### config.mk
export PLATFORM = sky130hd
export DESIGN_NAME = gffs_ram
export DESIGN_NICKNAME = d
export VERILOG_FILES = /design/src/rtl/core/gffs_ram.sv
export SDC_FILE = /design/constraint.sdc
export NUM_CORES = 1
export LEC_CHECK = 0
export BUFFER_PORTS_ARGS = -buffer_cell sky130_fd_sc_hd__buf_2
export CAP_MARGIN = 20
export CORE_UTILIZATION = 50
export CTS_CLUSTER_SIZE = 12
export DETAILED_ROUTE_END_ITERATION = 16
export PLACE_DENSITY = 0.67
export RECOVER_POWER = 25
export SETUP_SLACK_MARGIN = 0.4
export SYNTH_ARGS = -nofsm -noshare
export SYNTH_HDL_FRONTEND = slang
export SYNTH_SLANG_ARGS = --single-unit
### constraint.sdc
create_clock -name clk -period 2.1 [get_ports clk]
set_input_delay 0.315 -clock clk [delete_from_list [all_inputs] [get_ports clk]]
set_output_delay 0.315 -clock clk [all_outputs]
set_load 0.005 [all_outputs]
### src/rtl/core/gffs_ram.sv
// ----------------------------------------------------------------------------
// gffs_ram
// Generic single write, single read RAM with registered read data.
// ----------------------------------------------------------------------------
module gffs_ram #(
	parameter int unsigned WIDTH = 8,
	parameter int unsigned DEPTH = 16
) (
	input  logic                                       clk,
	input  logic                                       we,
	input  logic [((DEPTH > 1) ? $clog2(DEPTH) : 1)-1:0] waddr,
	input  logic [WIDTH-1:0]                           wdata,
	input  logic [((DEPTH > 1) ? $clog2(DEPTH) : 1)-1:0] raddr,
	output logic [WIDTH-1:0]                           rdata
);
	logic [WIDTH-1:0] mem_q [DEPTH];

	// Write and register the read word
	always_ff @(posedge clk) begin
		if (we) begin
			mem_q[waddr] <= wdata;
		end
		rdata <= mem_q[raddr];
	end
endmodule

### After elaboration in Yosys (flattened, before gate mapping)

Memories as Yosys holds them, arrays and structs flattened. A register that Yosys moved wholly into a read port is not among the register bits.
Index checks and enable logic that the tools add are counted.

* multiplexer cells: 2

Operators with widths (count)
* $mux W1: 2

* RAM bits: 128
* bits of input ports: 18
* memories kept: 1
* word-level logic and storage cells: 3
* bits in registers: 0

Memories
* mem_q: depth 16, width 8, read ports 1, clocked after Yosys merged registers in 1, write ports 1, RTL line 16 `logic [WIDTH-1:0] mem_q [DEPTH];`

### Longest topological paths before layout

Gate-level depths: netlist of run 1.

* word-level depth: 2
* depth in mapped cells: 5
* gate-level depth less buffers: 3

### Worst setup path after synthesis of run 1

OpenSTA, ideal clock, no wires.

* kind: input to register
* start: input port waddr[2] (netlist bit)
* end: memory mem_q[0][0], enable pin
* library setup time: 383 ps
* data required time: 1717 ps
* buffers on the path: 0
* setup slack: 292 ps
* stages: 2
* arrival time: 1425 ps
* cells stage by stage: or3b_2 > nor3_1

RTL lines
* start: declaration: RTL line 11 `input logic [((DEPTH > 1) ? $clog2(DEPTH) : 1)-1:0] waddr,`
* end: declaration: RTL line 16

Straight into the memory's write port.

==> qor.txt, run 1 <==
Crit Path Class: register to register
RSZ-0062 raised after global routing: no
Period minus WS final: 1.36 ns
R2r setup slk: 0.74 ns
Clk_skew: 0.00991 ns
Post-CTS resize count: 0
Share of cells above drive strength 1: 28.6%
Maximum clock rate: 733 MHz
Setup TNS: 0 ns
Final period util: 65.0%
Global-route wire length before repair: 14.7 mm
WL per Instance: 22.7 µm
Max_cap viols: 0
Critical path arrival: 1.76 ns
Syn nets: 247
Mux cell area share after synthesis: 15.0%
Post-synthesis cell count: 229
Die Area: 10700 µm²
H-tree Lvls: 4
Delay-heaviest family, CP: multiplexers
Post-synthesis simple-gate area fraction: 3.18%
GR Overflow Total: 0
Via count: 2468
Max Slew Vio Count: 0
Setup ws final: 0.735 ns
I/O Buffers: 25
Die X: 103 µm
Area grow syn2layout: 18.6%
CP Max Fanout: 1
Synth top area share: 74.7%
Final setup fails: 0
Hold Vio Cnt, Final: 0
Fin nets: 302
Register-to-Register Path Depth: 3
Worst Hold Class: input port to register
Yosys top cell by area: edfxtp_1
CP Depth: 3
Slowest stage delay, CP: 0.52 ns
All-Layer GR Usage: 21.0%
Required @ worst endpoint: 2.49 ns
Inserted Diodes: 0
Vias per cell: 5.74
Pwr Density: 1010 nW/µm²
YS warnings: 0
FILL cells: 696
Status: completed
Largest family of logic cells by synthesized area: multiplexers
Crit path buf inv count: 0
DRT antenna net count: 0
Post-DP HPWL: 6.10 mm
Die Y: 103 µm
Critical-path cell list: mux4_1 -> a22oi_1 -> nand2_1
Adder-cell share of the synthesized area: 0%
Initial antenna violation count: 0
CTS clk-pin slew, worst paths: 0.06 ns
Vias in the first global route: 2505
Core Footprint: 9860 µm²
Initial Util: 52.2%
Largest net degree at the start of global routing: 33
CTS tree: built
VDD IR max: 0.555 mV
Register area share after synthesis: 77.8%
Mapped Avg Cell Area: 22.5 µm²
Routed WL: 9.75 mm
Synth Area in Compound Gates: 2.33%
Critical path origin: mem_q[9][4]
Post-synthesis xor/xnor area fraction: 0%
Distinct cells, synth: 19
Worst skew pair latency: 0.52 ns
Normalized max-slew margin: 52.8%
Number of remaining DRC errors: 0
Startpoint types: register
Flops & latches, synth: 136
Post-CTS Setup Inserts: 0
Placer congestion estimate: 0.732
CTS Buffer Depth: 2
CTS Sinks: 136
Static leakage: 2.07 nW
Row count: 36
Slowest cell on the critical path: mux4_1
Worst-Margin Slew: 0.707 ns
# hold bufs at CTS: 0
Synth area leaders: edfxtp_1 75%, mux4_2 7.9%, mux4_1 7.1%
Root buffer cell: clkbuf_8
Terminus of the critical flop-to-flop path: rdata[4]
Drt first pass iters: 4
Setup crit end: rdata[4]
Ports: 26
Total CTS buffers: 17
Worst R2R Start: mem_q[9][4]
Place WS: 0.360 ns
CP endpoint kind: register
Post-Syn Area: 5150 µm²
DRT iter0 DRCs: 154
==> worst min path at each step <==
stage / start / endpoint / slack [ns] / depth (start not counted)
6_report: wdata[5] / mem_q[6][5] / 0.20 / 1
5_1_grt: wdata[7] / mem_q[1][7] / 0.19 / 1
4_1_cts: wdata[6] / mem_q[7][6] / 0.16 / 1
3_5_place_dp: mem_q[6][7] / rdata[7] / 0.66 / 3
3_3_place_gp: mem_q[0][5] / rdata[5] / 0.67 / 3
2_1_floorplan: wdata[0] / mem_q[0][0] / 0.41 / 0
==> area by class of cell <==
| cell class | instances | area, µm² | area share [%] |
|---|---|---|---|
| clock buffer | 23 | 437 | 7.15 |
| clock inverter | 9 | 125 | 2.05 |
| multi-input combinational | 83 | 1060 | 17.4 |
| sequential | 136 | 4000 | 65.6 |
| tap | 133 | 166 | 2.72 |
| timing repair buffer | 46 | 313 | 5.12 |
==> kinds of logic after synthesis <==
| kind of cell | count (synthesis) |
|---|---|
| DFF | 136 |
| buffers and inverters | 10 |
| and+or+nand+nor | 35 |
| muxes | 32 |
| AOI/OAI and AO/OA | 16 |
==> synth_stat cells <==
library cell	n
edfxtp_1	128
mux4_2	18
a22oi_1	16
mux4_1	14
nor2_1	13
nand2_1	9
dfxtp_1	8
nor3_1	4
buf_2	3
buf_6	3
clkdlybuf4s25_2	3
nand2b_1	2
nand3b_1	2
and2_1	1
and2b_1	1
buf_4	1
nand3_1	1
nor2b_1	1
or3b_2	1
==> metrics by stage <==
stage / std cells / instance area, µm² / utilization (%) / hold slack (ns) / power (mW)
after floorplan: 229 / 5150 / - / 0.414 / 3.26
after global routing: 430 / 6110 / 61.9 / 0.185 / 6.34
after global placement: 398 / 5550 / 56.3 / 0.667 / 3.39
after detailed placement: 398 / 5550 / 56.3 / 0.661 / 3.40
final: 430 / 6110 / 61.9 / 0.201 / 6.15
after CTS: 430 / 6110 / 62.0 / 0.163 / 6.20
==> placed cells by master, fill, tap and decap left out <==
cell type and count:
a22oi_1 16, and2_1 1, and2b_1 1, buf_12 3
buf_2 19, buf_4 18, bufinv_16 3, clkbuf_1 12
clkbuf_16 16, clkbuf_8 1, clkinv_1 1, clkinv_2 3
clkinv_4 1, clkinvlp_4 1, dfxtp_1 8, edfxtp_1 128
mux4_1 14, mux4_2 18, nand2_1 9, nand2b_1 2
nand3_1 1, nand3b_1 2, nor2_1 13, nor2b_1 1
nor3_1 3, nor3_2 1, or3b_2 1
==> layer usage <==
| layer | global-route usage [%] | vias to the layer above | wire length [µm] |
|---|---|---|---|
| li1 | - | 1085 | - |
| met1 | 29.7 | 1297 | 4350 |
| met2 | 31.4 | 73 | 4800 |
| met3 | 6.85 | 13 | 468 |
| met4 | 6.93 | 0 | 132 |
| met5 | 0 | - | 0 |
==> sequential cells by signal, summed over array words and instances (netlist names) <==
| signal | cells |
|---|---|
| rdata | 8 |
| mem_q | 128 |
==> report_power, final <==
group          switching, mW  leakage (nW)  internal [mW]
combinational          0.155         0.580          0.125
clock                   1.02         0.271           1.80
sequential            0.0195          1.22           3.04
total                   1.19          2.07           4.96
(Power assumes the default switching activity.)
==> run 2, diff against run 1 <==
Clock period 2.1 ns to 1.4 ns, I/O delays scaled along.
==> qor.txt, run 2 (synthesized netlist as in run 1, its figures left out) <==
Status: completed
Required @ worst endpoint: 1.80 ns
DRT antenna net count: 0
Static leakage: 2.14 nW
Pwr Density: 1520 nW/µm²
Commonest non-fill, non-tap cell in the layout: edfxtp_1
Maximum clock rate: 783 MHz
Terminus of the critical flop-to-flop path: rdata[4]
Most flops, register: mem_q
FILL cells: 612
Post-CTS Setup Inserts: 0
Max Slew Vio Count: 0
Global-route wire length before repair: 14.5 mm
Critical path origin: mem_q[11][4]
Regs by FF count: mem_q x128, rdata x8
Final setup fails: 0
Setup TNS: 0 ns
Post-DP Area: 5790 µm²
Worst skew pair latency: 0.52 ns
Max_cap viols: 0
Slowest stage delay, CP: 0.49 ns
WL per Instance: 21.4 µm
RSZ-0062 raised after global routing: yes
DRT iter0 DRCs: 84
Post-DP HPWL: 5.88 mm
Critical-path cell list: mux4_2 -> a22oi_2 -> nand2_1
H-tree Lvls: 4
CTS Buffer Depth: 2
GR Overflow Total: 0
Share of cells above drive strength 1: 47.2%
Ports: 26
Largest register FFs: 128
Row count: 36
Startpoint types: register
Routed WL: 9.35 mm
Hold_ws: 0.0837 ns
Area grow syn2layout: 26.4%
CTS tree: built
CP Max Fanout: 1
Hold Vio Cnt, Final: 0
CTS Sinks: 136
All-Layer GR Usage: 20.5%
Die Area: 10700 µm²
Initial Util: 52.2%
Most frequent cells in the layout: 128 x edfxtp_1, 32 x mux4_2, 16 x clkbuf_16, 15 x buf_2, 14 x buf_4
Initial antenna violation count: 0
CP endpoint kind: register
VDD IR max: 0.751 mV
Final period util: 91.2%
Vias per cell: 5.53
Inserted Diodes: 0
R2r setup slk: 0.12 ns
Register-to-Register Path Depth: 3
# hold bufs at CTS: 0
Fin nets: 308
Period minus WS final: 1.28 ns
Die X: 103 µm
Placer congestion estimate: 0.725
Drt first pass iters: 4
Root buffer cell: clkbuf_8
Worst R2R Start: mem_q[11][4]
Clk_skew: 0.00786 ns
Via count: 2409
Vias in the first global route: 2532
Worst Hold Class: input port to register
Core Footprint: 9860 µm²
CTS clk-pin slew, worst paths: 0.06 ns
Total CTS buffers: 17
Number of remaining DRC errors: 0
Die Y: 103 µm
Setup crit end: rdata[4]
Worst-Margin Slew: 1.08 ns
Slowest cell on the critical path: mux4_2
Crit Path Class: register to register
Largest net degree at the start of global routing: 17
I/O Buffers: 25
Critical path arrival: 1.68 ns
Post-route cell area: 6510 µm²
Normalized max-slew margin: 27.7%
## run 2: through the flow
| step | worst slack [ns] | util [%] | cells | total power [mW] |
|---|---|---|---|---|
| floorplan | 0.0870 | - | 229 | 4.93 |
| global placement | -0.257 | 58.7 | 404 | 5.15 |
| detailed placement | -0.275 | 58.7 | 404 | 5.16 |
| CTS | 0.121 | 65.6 | 436 | 9.98 |
| global route | 0.0966 | 66.0 | 436 | 10.2 |
| finish | 0.123 | 66.0 | 436 | 9.92 |
## run 2: how the worst min path moves through the flow
stage	start	to	slack, ns	cells after the start
final	wdata[2]	mem_q[0][2]	0.08	1
after global routing	wdata[5]	mem_q[2][5]	0.08	1
after CTS	wdata[0]	mem_q[6][0]	0.05	1
after detailed placement	rdata[4]	rdata[4]	0.59	1
after global placement	rdata[2]	rdata[2]	0.59	1
after floorplan	wdata[0]	mem_q[0][0]	0.31	0
## run 2: worst max-delay path: cells and delay by family, from the launching register on
family | cells | cell delay, ns
AND/OR/NAND/NOR | 1 | 0.09
multiplexers | 1 | 0.49
AO/OA/AOI/OAI | 1 | 0.23
flip-flops | 1 | 0.36
## run 2: repair_timing
| action | CTS | global route |
|---|---|---|
| pin swaps | 3 | 1 |
| endpoints found under the setup margin | 16 | 16 |
| resized for setup | 10 | 10 |
## run 2: final cells by class
cell class	instances	area, µm²	share of cell area (%)
flip-flops and latches	136	4010	61.6
multi-input cells	83	1170	17.9
repair buffers	52	515	7.92
clock buffers	18	418	6.42
clock inverters	14	229	3.52
well taps	133	166	2.56
## run 2: power breakdown
group / internal [mW] / leakage, nW / switching (mW)
logic: 0.256 / 0.609 / 0.266
clock network: 3.23 / 0.304 / 1.58
registers: 4.56 / 1.22 / 0.0299
## run 2: routing by layer
layer	GRT usage [%]	part of all wire [%]	vias up
li1	-	-	1083
met1	26.4	41	1250
met2	33.6	53	74
met3	7.06	5.8	2
met4	5.53	0.37	0
met5	0	0	-
==> run 3, diff against run 2 <==
Settings changed: PLACE_DENSITY 0.67 to 0.68.
==> qor.txt, run 3 (synthesized netlist as in run 1, its figures left out) <==
Status: completed
Largest register FFs: 128
Most frequent cells in the layout: 128 x edfxtp_1, 32 x mux4_2, 16 x clkbuf_16, 15 x buf_2
Global-route wire length before repair: 14.7 mm
GR Overflow Total: 0
# hold bufs at CTS: 0
Required @ worst endpoint: 1.79 ns
Number of remaining DRC errors: 0
Share of cells above drive strength 1: 46.7%
Place WS: -0.228 ns
WL per Instance: 22.3 µm
All-Layer GR Usage: 20.9%
Vias per cell: 5.54
Slowest stage delay, CP: 0.50 ns
Worst skew pair latency: 0.51 ns
Root buffer cell: clkbuf_8
Critical-path cell list: mux4_2 -> a22oi_2 -> nand2_1
CTS clk-pin slew, worst paths: 0.06 ns
Commonest non-fill, non-tap cell in the layout: edfxtp_1
Vias in the first global route: 2544
Initial antenna violation count: 0
Max_cap viols: 0
Non-Filler Instances: 435
Fin nets: 307
Post-DP HPWL: 6.12 mm
Most flops, register: mem_q
Crit Path Class: register to register
Period minus WS final: 1.27 ns
RSZ-0062 raised after global routing: yes
Normalized max-slew margin: 37.6%
Register-to-Register Path Depth: 3
Max Slew Vio Count: 0
Ports: 26
Routed WL: 9.69 mm
Pwr Density: 1500 nW/µm²
M1 WL: 4.13 mm
Post-Place Cells: 403
CTS Sinks: 136
Startpoint types: register
Initial Util: 52.2%
Sw Ratio: 19.2%
Final setup fails: 0
Logic pwr share: 5.4%
Inserted Diodes: 0
Clk_skew: 0.00993 ns
Die X: 103 µm
Row count: 36
Hold depth: 1
Core Footprint: 9860 µm²
Worst-Margin Slew: 0.934 ns
Total CTS buffers: 17
Static leakage: 2.12 nW
Regs by FF count: mem_q x128, rdata x8
Via count: 2410
CP Max Fanout: 1
Internal power: 7.85 mW
Worst Hold Class: input port to register
H-tree Lvls: 4
Largest net degree at the start of global routing: 17
Hold Vio Cnt, Final: 0
CTS Buffer Depth: 2
DRT antenna net count: 0
Maximum clock rate: 789 MHz
Clk pwr share: 47.4%
Met3 wire len: 477 µm
Setup ws final: 0.132 ns
Die Y: 103 µm
CTS tree: built
Post-CTS Setup Inserts: 0
Final period util: 90.6%
Area grow syn2layout: 25.9%
Total net switching power: 1.87 mW
Register share of total power: 47.2%
CP endpoint kind: register
I/O Buffers: 25
Critical path arrival: 1.66 ns
Top routing layer in use: met4
VDD IR max: 0.842 mV
DRT iter0 DRCs: 146
Slowest cell on the critical path: mux4_2
Met2 Routed Length: 5.01 mm
Drt first pass iters: 6
Placer congestion estimate: 0.719
Die Area: 10700 µm²
-- run 3: critical path: cells and delay by family (launching register included) --
kind / cells / cell delay, ns
and+or+nand+nor: 1 / 0.08
AOI/OAI and AO/OA: 1 / 0.20
DFF: 1 / 0.37
muxes: 1 / 0.50
-- run 3: timing repair --
item	in CTS	in global routing
resized for setup	9	11
pin swaps	0	1
setup endpoints to repair	16	16
-- run 3: final timing paths --
check                                   from           to  slack [ns]
worst max-delay path            mem_q[11][0]     rdata[0]        0.13
worst min-delay path                wdata[1]  mem_q[4][1]         0.1
worst max register to register  mem_q[11][0]     rdata[0]        0.13
worst min register to register  mem_q[14][1]     rdata[1]        0.68
-- run 3: per-layer routing --
| layer | vias to the layer above | GRT usage [%] |
|---|---|---|
| met4 | 0 | 6.50 |
| met2 | 77 | 33.2 |
| met5 | - | 0 |
| met3 | 6 | 6.65 |
| met1 | 1240 | 28.0 |
| li1 | 1087 | - |
-- run 3: power groups by stage --
stage | clock (mW) | combinational, mW | sequential [mW]
after floorplan | 0 | 0.272 | 4.66
after global placement | 0 | 0.492 | 4.66
after detailed placement | 0 | 0.503 | 4.66
after CTS | 4.67 | 0.518 | 4.59
after global routing | 4.84 | 0.570 | 4.60
final | 4.60 | 0.527 | 4.59
-- run 3: layout make-up --
cell class              instances  area, µm²
fillers                       643       3390
clock inverters                15        208
multi-input cells              83       1170
flip-flops and latches        136       4010
clock buffers                  17        414
repair buffers                 51        508
well taps                     133        166
-- run 3: stage by stage --
step | TNS [ns] | area [µm²] | hold WS (ns) | util, % | power, mW
after floorplan | 0 | 5260 | 0.309 | - | 4.93
after global placement | -1.65 | 5780 | 0.585 | 58.6 | 5.15
after detailed placement | -1.84 | 5780 | 0.589 | 58.6 | 5.17
after CTS | 0 | 6440 | 0.0658 | 65.3 | 9.77
after global routing | 0 | 6480 | 0.0809 | 65.7 | 10.0
final | 0 | 6480 | 0.0957 | 65.7 | 9.72
