## config.mk

```make
export PLATFORM = sky130hd
export DESIGN_NAME = gffs_merge
export DESIGN_NICKNAME = d
export VERILOG_FILES = /design/src/rtl/core/gffs_pkg.sv /design/src/rtl/core/gffs_merge.sv
export SDC_FILE = /design/constraint.sdc
export NUM_CORES = 1
export LEC_CHECK = 0
export BUFFER_PORTS_ARGS = -buffer_cell sky130_fd_sc_hd__buf_4
export CAP_MARGIN = 40
export CORE_AREA = 2 2 306 308
export DETAILED_ROUTE_END_ITERATION = 16
export DIE_AREA = 0 0 308 310
export PLACE_DENSITY_LB_ADDON = 0.2
export SLEW_MARGIN = 20
export SYNTH_ARGS = -nofsm -noshare
export SYNTH_HDL_FRONTEND = slang
export SYNTH_SLANG_ARGS = --single-unit
```

## constraint.sdc

```tcl
create_clock -name vclk -period 1.7
set_input_delay 0.085 -clock vclk [all_inputs]
set_output_delay 0.085 -clock vclk [all_outputs]
set_load 0.05 [all_outputs]
```

## src/rtl/core/gffs_pkg.sv

```systemverilog
// ----------------------------------------------------------------------------
// gffs_pkg
// Shared types and constants of the FIRST / FOLLOW set engine.
// ----------------------------------------------------------------------------
package gffs_pkg;

	localparam int unsigned NT       = 26;
	localparam int unsigned SET_W    = 256;
	localparam int unsigned ROWS     = 2 * NT;
	localparam int unsigned ROW_AW   = 6;
	localparam logic [7:0]  EPS_CODE = 8'h23;
	localparam logic [7:0]  END_CODE = 8'h24;
	localparam logic [7:0]  LETTER_A = 8'h41;

	typedef enum logic [1:0] {
		MODE_LOAD    = 2'd0,
		MODE_COMPUTE = 2'd1,
		MODE_QUERY   = 2'd2,
		MODE_NONE    = 2'd3
	} mode_t;

	typedef enum logic [1:0] {
		ST_OK    = 2'd0,
		ST_FULL  = 2'd1,
		ST_EMPTY = 2'd2,
		ST_RSVD  = 2'd3
	} status_t;

	typedef enum logic [1:0] {
		MOP_HOLD    = 2'd0,
		MOP_ADD     = 2'd1,
		MOP_OR      = 2'd2,
		MOP_OR_NEPS = 2'd3
	} merge_op_t;

	typedef struct packed {
		merge_op_t  op;
		logic [7:0] code;
	} merge_req_t;

	function automatic logic is_upper(input logic [7:0] c);
		return (c >= LETTER_A) && (c < LETTER_A + 8'(NT));
	endfunction

	// Set row of a letter: FIRST rows first, FOLLOW rows after them
	function automatic logic [ROW_AW-1:0] letter_row(input logic [7:0] c, input logic fol);
		logic [7:0] r;
		r = (c - LETTER_A) + (fol ? 8'(NT) : 8'd0);
		return r[ROW_AW-1:0];
	endfunction

endpackage

```

## src/rtl/core/gffs_merge.sv

```systemverilog
// ----------------------------------------------------------------------------
// gffs_merge
// Shared set unit: add one code to a 256-bit set, or OR a set row into it with its eps bit kept or masked.
// ----------------------------------------------------------------------------
module gffs_merge import gffs_pkg::*; (
	input  merge_req_t        req,
	input  logic [SET_W-1:0]  acc,
	input  logic [SET_W-1:0]  row,
	output logic [SET_W-1:0]  acc_out,
	output logic              row_eps
);
	logic [SET_W-1:0] code_bit;
	logic [SET_W-1:0] eps_mask;

	assign code_bit = SET_W'(1) << req.code;
	assign eps_mask = ~(SET_W'(1) << EPS_CODE);
	assign row_eps  = row[EPS_CODE];

	// Select the combine operation
	always_comb begin
		case (req.op)
			MOP_ADD:     acc_out = acc | code_bit;
			MOP_OR:      acc_out = acc | row;
			MOP_OR_NEPS: acc_out = acc | (row & eps_mask);
			default:     acc_out = acc;
		endcase
	end
endmodule

```

==> Yosys cells after proc, flatten, opt, wreduce, memory -nomap -nowiden <==
Cells that the tools add are included.
{ "totals": {"regBits": 0, "inputBits": 522, "out_inout_bits": 257, "wordCells": 8} }
{ "op_classes": {"n_eq_ne": 3, "n_shift": 1, "muxes": 1, "bitwise": 3} }
{ "op_table": {"columns": ["op", "n"], "rows": [
  ["OR 256 bit", 3],
  ["one-hot mux 256 bit (3 select lines)", 1],
  ["<< shifter 1 x 8 -> 256 bit, first input constant", 1],
  ["equality test 2 bit, second input constant", 2],
  ["equality test 2 x 1 -> 1 bit, second input constant", 1]
]} }

==> Logic depth before layout (Yosys ltp) <==
Gate-level depths: netlist (run 1).
{ "depth": {"word_depth": 3, "ltp_mapped": 8, "mapped_depth_nobuf": 5} }

==> Worst setup path before layout (run 1) <==
OpenSTA, ideal clock, no wires.
{ "synth_timing": {"path_type": "input -> output", "from": "input port req[8] (netlist bit)", "to": "output port acc_out[128]", "t_arrival_ns": 2.241, "required_ns": 1.615, "setup_slack_ns": -0.626, "cell_stages": 7, "path_buffers": 2, "path_cell_list": "inv_1 -> ha_1 -> buf_2 -> nor4b_4 -> nand2_1 -> clkbuf_1 -> o21ai_0"} }
{ "synth_via": {"elab_chain_cells": 2, "word_cells_on_any_way": 4, "classes_between": "eq/ne (3); mux (1)"} }
{ "synth_rtl": {"columns": ["element", "line", "text"], "rows": [
  ["start: declaration", "gffs_merge.sv:6", "input merge_req_t req,"],
  ["equality test 2 bit / equality test 2 x 1 -> 1 bit (equally long branches)", "gffs_merge.sv:21", "case (req.op)"],
  ["one-hot mux 256 bit (3 select lines) (*)", "gffs_merge.sv:21", null],
  ["end: declaration", "gffs_merge.sv:9", "output logic [SET_W-1:0] acc_out,"]
]} }
Mark *: on every way between the ends. The rest lies on a longest branch, timed or not.

==> Final worst setup path (run 1) <==
{ "layout_timing": {"from": "input port req[9] (netlist bit)", "to": "output port acc_out[64]"} }
Same word-level chain as after synthesis.

==> results of run 1 <==
[cell usage after synthesis]
master,n,area (sq um)
a21oi_1,1,5.00
clkbuf_2,3,15.0
and4b_2,1,11.3
nand2_1,44,165
nand2b_1,5,31.3
buf_2,41,205
nor2b_1,259,1620
nor2_1,2,7.51
nand3_1,4,20.0
a22oi_1,1,7.51
nor4b_2,1,15.0
clkbuf_1,108,405
and4bb_2,4,50.1
nor3_2,1,10.0
inv_1,2,7.51
o22ai_1,255,1600
o21ai_0,178,891
and4b_1,1,10.0
buf_6,4,45.0
nand4_1,1,6.26
nor4b_4,2,47.6
and2_1,1,6.26
buf_4,2,15.0
ha_1,3,37.5
o22a_1,255,2230
and3b_1,1,8.76
o21ai_1,78,390
nor3b_2,2,25.0
and2b_2,1,8.76
buf_1,19,71.3
[cell families after synthesis]
| family | Yosys count |
|---|---|
| and+or+nand+nor | 330 |
| AOI/OAI and AO/OA | 768 |
| buffers and inverters | 179 |
| adders and majority gates | 3 |
[cell type report]
| class | instances | share of cell area [%] |
|---|---|---|
| Tap cell | 1197 | 7.06 |
| Timing Repair Buffer | 1056 | 48.7 |
| Multi-Input combinational cell | 1101 | 44.2 |
| Antenna cell | 2 | 0.0236 |
| Inverter | 2 | 0.0708 |
[where the power goes]
part           switching, W    internal [W]
registers                 0               0
logic               0.00555         0.00424
clock network             0  0.000000000158
[stage by stage]
stage	TNS [ns]	hold slack, ns	utilization, %	cells
global placement	-38.66	0.458	19.1	3326
global route	-14.20	0.465	22.9	3358
detailed placement	-35.48	0.464	19.1	3326
finish	-3.87	0.461	22.9	3358
floorplan	-39.15	0.337	-	1280
CTS	-3.36	0.464	21.7	3345
[path summary, 6_finish.rpt]
path / to / slack [ns] / cells after the start / from
worst max-delay path: acc_out[64] / -0.1 / 10 / req[9]
worst min-delay path: row_eps / 0.46 / 2 / row[35]
[per-layer routing]
metal  wire length [um]  vias up
li1                   -     6815
met1              35800     7370
met2              46100      692
met3               5130       73
met4               1780        0
met5                  0        -
[what timing repair did]
item                       in CTS  in global routing
gates cloned                    8                  6
setup endpoints to repair     255                255
pin swaps                      32                 21
hold endpoints to repair        0                  0
hold buffers                    0                  0
resized for setup             511                183
buffers inserted               11                  5
[layout by cell type (no fill, tap or decap), drive strengths merged]
cell type	synthesis	routed
a22oi	1	1
o22ai	255	255
nor2b	259	259
and2b	1	1
nor3	1	1
o21ai	256	256
nor4b	3	3
and4bb	4	4
and2	1	1
nand4	1	1
nor2	2	2
nand3	4	4
nand2	44	44
buf	66	1048
nor3b	2	2
a21oi	1	1
and4b	2	2
nand2b	5	5
and3b	1	1
inv	2	2
ha	3	3
clkbuf	111	6
diode	0	2
o22a	255	255
bufbuf	0	2
==> out/summary.md, run 1 <==
The first global-routing pass estimated 115,000 um of wire. The logs give 1,061 for the number of DRC markers in iteration 0 and 112 for the row count. After layout, the clock buffer instance count stands at 0. The cell count after synthesis came out at 1,280. The tools report the number of antenna violations at the first check in global routing as 4. The fraction of synthesized cell area in xor and xnor cells was 0%.

The count of buffers inserted at the top-level ports was 779. The sort of element at the end of the critical path was a primary output. The slowest stage of the critical path belongs to the cell ha_4.

Summed over all nets, the half-perimeter wirelength after detailed placement is 69,000 um. The logs give 95,500 sq um for the die footprint and 0 for the number of sequential storage elements. For the routed wire length, the log shows 88,800 um. The sequential element share of the synthesized area is 0%, and the biggest cell delay along the critical path is 0.33 ns. Number of synthesis warnings: 0.

Most prevalent standard cell on the critical path: buf_6. The multiplexer share of the synthesized area came out at 0%. Summed area of non-filler cells in the final layout: 21,200 sq um. The checks that failed: setup timing. Global routing used 31.1% of the available met2 tracks. The routed design could run at a clock period as short as 1.80 ns. Setup repair after global routing could not meet its margin everywhere. The total power came out at 0.00979 W.

In the final layout, the multi-input gates occupy 9370 sq um. The first detailed-routing pass ran for 5 iterations. Setup violations remaining at the end of the flow were counted as 113. The met1 track utilization from global routing was 20.4%. The tightest min-delay check is of the in -> out type. For the count of max-cap constraint violations, the log shows 0. The critical path contains buffers and inverters numbering 6 combined.

The synthesis-to-layout area growth is 166%. The detail-routed net length per standard cell is 26.4 um, and the synthesized-area fraction occupied by ao, oa, aoi and oai cells is 64.3%. The largest family of logic cells by synthesized area was compound AO/OA/AOI/OAI gates. Summing all flip-flop and latch instances after layout gives 0 sq um.

Traced cell by cell, the critical path runs through buf_8 -> inv_4 -> ha_4 -> nor4b_4 -> buf_6 -> buf_6 -> nand2_8 -> buf_12 -> o21ai_4 -> buf_6. The average instance in the mapped netlist occupies 6.22 sq um. The run finished, with violations left. Number of top-level design ports: 779. The final number of max-transition violations was 0; the remaining antenna violation count after routing was 0. Global routing consumed, on the met3 layer, 2.50% of the routing resources. STA classifies the critical path startpoint as an input port. For the number of hold-slack violations in the final timing report, the log shows 0. The smallest setup slack after layout is -0.0951 ns. Dividing the detail-routed via count by the number of cells gives 4.45. Of the cells placed in the final design, the portion with a size suffix greater than 1 is 65.4%.

The cell family with the largest share of critical-path delay is buffers and inverters. The region available for standard cell placement spans 92,500 sq um. In this run the worst path has a maximum fanout of 8. In the global route stage, overall resource usage came out at 16.7%. The number of filler cells placed in the layout is 10,300, and the worst-case headroom to the max-slew limit is 61.8%. The mapped netlist covers 7970 sq um. Before CTS, the worst setup slack after placement is -0.352 ns.

The die is 308 um wide. Summed over all layers, the global routing overflow is 0. Once the floorplan was initialized, standard cells occupied 8.61% of the core.

The static leakage power is 9.07 nW, and the simple-gate share of the synthesized area is 25.6%. After global routing, the most crowded layer is met2. At the end of the flow, the number of nets in the layout was 2,686. The power per standard cell area was 462 nW/um^2; the share of the clock period used by the worst path was 106%.

The pin count of the biggest net entering global routing is 50. Height of the die: 310 um. The critical path is of the in -> out type. Summing the areas of all fa, ha and maj instances in the mapped netlist gives 0.471% of the synthesized area.

At the end of routability-driven placement, the weighted congestion stood at 0.922. For the worst setup path, the data required time is 1.62 ns. The number of different library cells used by synthesis comes to 30.

The run gives 0.186 mV as the maximum vdd drop. Summing over every cut layer, the via total after detailed routing is 15,000. The placed instance area is 17,600 sq um.

The via count of the first global-routing pass was 15,000; the number of remaining DRC errors was 0. The worst endpoint data arrival time was 1.71 ns; the actual transition at the worst max-transition pin was 0.573 ns. The maximum clock rate is 557 MHz.

The number of nets handed over by synthesis was 1,805.
Power figures use the tool's default switching activity.
==> run 2, diff against run 1 <==
Settings changed: CORE_AREA 2 2 306 308 to 2 2 307 309, DIE_AREA 0 0 308 310 to 0 0 309 311, SLEW_MARGIN 20 to 40.
==> run 2 against run 1 <==
Effect of this change:
- sequential cell count unchanged
- critical path depth increased by 1
- design area increased by 5.1%
- clock-buffer cell count unchanged
- global-route usage increased by 0.29 points
- largest power group unchanged
- wire length increased by 2.9%
- critical endpoint is now acc_out[155]
- maximum frequency decreased by 6.0%
- first-iteration DRC count increased by 6.7%
- the run still ends with setup timing left
- utilization increased by 1.1 points
- largest cell class unchanged
- total power increased by 4.3%
- hold slack got worse by 0.0069 ns
- via count increased by 0.43%
==> out/summary.md, run 2 (synthesized netlist as in run 1, its figures left out) <==
The logs give 2,690 (+0.15%) for the net total in the final layout and 15,200 (+1.4%) for the via count of the first global-routing pass. The endpoint required time on the critical path came out at 1.62 ns (about the same). Traced cell by cell, the critical path runs through buf_8 -> inv_8 -> buf_4 -> ha_4 -> buf_12 -> and3b_2 -> buf_6 -> nand3_4 -> clkbuf_16 -> o21ai_4 -> buf_6.

The internal portion of total power was 0.00445 W (+5.1%). The number of DRC markers in iteration 0 is 1,132 (+6.7%). The number of detailed-route iterations in the first pass was 5 (unchanged); the number of sequential storage elements was 0 (unchanged).

The switching share of power is 56.4% (-0.31 points), and the peak fanout along the critical path is 5 (-3). Number of failing setup endpoints in the final timing report: 248 (+120%). For the count of max-cap constraint violations, the log shows 0 (unchanged).

The met1 track utilization from global routing was 21.6% (+1.2 points). The number of antenna violations at the first check in global routing is 2 (-2), and the initial standard-cell utilization of the core is 8.59% (-0.026 points). The number of hold-slack violations in the final timing report came out at 0 (unchanged). The met2 usage in global routing was 30.4% (-0.62 points); the setup TNS was -20.01 ns (-16.14 ns).

The tools report the number of filler cells placed in the layout as 10,200 (-0.34%). The share of cells above drive strength 1 is 67.6% (+2.3 points), and the final number of max-transition violations is 0 (unchanged). The run gives 15,000 (+0.43%) as the via count.

The detail-routed net length per standard cell came out at 26.7 um (+1.0%). The category of the critical setup timing path was in -> out. The library cells used most frequently in the layout, excluding fill and tap cells, are buf_4, nor2b_1, o22a_1, buf_6, o22ai_1. The flow ran to the end, but the final reports show violations. Clock buffer instance count of the final layout: 0 (unchanged). The relative contribution of combinational cells to total power is 100.0% (about the same), and the half-perimeter wire length after placement is 67,800 um (-1.7%). The run gives 0 (unchanged) as the aggregate global routing overflow.

The power per standard cell area works out to 458 nW/um^2 (-0.71%). The non-filler instance count after layout was 3,419 (+1.8%); the count of buffers inserted at the top-level ports was 779 (unchanged). Pre-CTS worst setup slack: -0.693 ns (-0.342 ns).

The tools report the number of cells after detailed placement as 3,369 (+1.3%). Setup repair after global routing could not meet its margin everywhere. For the number of buffers inserted for hold repair after clock tree synthesis, the log shows 0 (unchanged). For the static leakage power, the log shows 9.41 nW (+3.7%). The height of the die came out at 311 um (+0.32%).

For the area taken by flip-flops and latches, the log shows 0 sq um (unchanged). Biggest cell delay along the critical path: 0.30 ns (-0.03 ns). The library cell used most frequently in the layout, excluding fill and tap cells, is buf_4.

Cell family with the largest share of critical-path delay: buffers and inverters. The number of cells on the worst hold path was 2 (unchanged). The via-per-instance ratio is 4.39 (-1.4%), and the floorplan core area is 92,800 sq um (+0.30%). The clock network fraction of total power is 0% (unchanged). The worst endpoint data arrival time came out at 1.83 ns (+0.12 ns). Counting stages on the worst path, the most repeated cell is buf_6. The die span in x works out to 309 um (+0.32%). The logs give 0 (unchanged) for the remaining antenna violation count after routing and 112 (unchanged) for the row count. The run gives 96,100 sq um (+0.65%) as the die footprint. Classification of the worst-slack hold path: in -> out. The tools report the final weighted congestion in routability-driven placement as 0.862 (-6.4%).

The minimum clock period is 1.91 ns (+0.115 ns), and the maximum vdd drop is 0.318 mV (+71%). The maximum clock rate was 523 MHz (-6.0%); the synthesis-to-layout area growth was 180%. The pin count of the biggest net entering global routing was 54 (+8.0%).

The tools report the smallest setup slack after layout as -0.211 ns (-0.115 ns). The checks that failed: setup timing. The number of top-level design ports is 779 (unchanged). Power spent charging and discharging nets: 0.00576 W (+3.8%). Overall fraction of global-route tracks in use: 17.0% (+0.29 points).

Worst-case headroom to the max-slew limit: 59.4% (-2.4 points). STA classifies the critical path startpoint as an input port. After global routing, the most crowded layer is met2.

The minimum hold slack is 0.455 ns (-0.00687 ns), and the critical path depth in cells is 11 (+1). The actual transition at the worst max-transition pin was 0.610 ns (+0.0365 ns). First-pass GRT wire length: 118,000 um (+2.5%). The tools report the sort of element at the end of the critical path as a primary output.

The share of total power in sequential cells was 0% (unchanged); the share of the clock period used by the worst path was 112% (+6.8 points). On the critical path, the stage with the largest delay is an instance of and3b_2. The number of remaining DRC errors is 0 (unchanged), and the routed wire length is 91,300 um (+2.9%). The tools report the met3 track utilization from global routing as 2.41% (-0.089 points). Number of buffers and inverters on the critical path: 7 (+1).
[run 2: cell types whose count changed in the layout (fill, tap and decap cells not counted), moves of 10 or more]
cell     change
buf_12      +10
buf_4       -16
buf_8       +10
o21ai_1     -11
o21ai_2     -47
o21ai_4     +58
o22ai_1     -32
o22ai_2     +28
[run 2: final cells by class]
type | count | area, sq um | area share [%]
antenna | 2 | 5.00 | 0.0225
inverter | 2 | 17.5 | 0.0786
tap | 1254 | 1570 | 7.04
timing repair buffer | 1060 | 10500 | 47.2
multi-input combinational | 1101 | 10200 | 45.7
[run 2: metal layers]
metal | up-vias | wire [um]
met2 | 646 | 45500
met5 | - | 0
met4 | 0 | 2030
met3 | 90 | 4880
met1 | 7473 | 38900
li1 | 6805 | -
[run 2: final timing paths]
| path | from | to | slack [ns] |
|---|---|---|---|
| setup / recovery | req[8] | acc_out[155] | -0.21 |
| hold / removal | row[35] | row_eps | 0.45 |
[run 2: power groups by stage]
stage	registers, W	logic [W]	clock network [W]
after floorplan	0	0.00487	0
after global placement	0	0.00834	0
after detailed placement	0	0.00834	0
after CTS	0	0.00933	0
after global routing	0	0.0106	0.0000000000318
final	0	0.0102	0.0000000000480
[run 2: what timing repair did]
item,4_1_cts,5_1_grt
gates resized for setup,455,386
setup endpoints to repair,256,256
pin swaps,60,49
buffers inserted,22,11
gates cloned,8,10
[run 2: per-stage QoR]
| stage | total power, W | area, sq um | util [%] |
|---|---|---|---|
| 2_1_floorplan | 0.00487 | 8480 | - |
| 3_3_place_gp | 0.00834 | 17600 | 19.0 |
| 3_5_place_dp | 0.00834 | 17600 | 19.0 |
| 4_1_cts | 0.00933 | 20000 | 21.6 |
| 5_1_grt | 0.0106 | 22300 | 24.0 |
| 6_report | 0.0102 | 22300 | 24.0 |
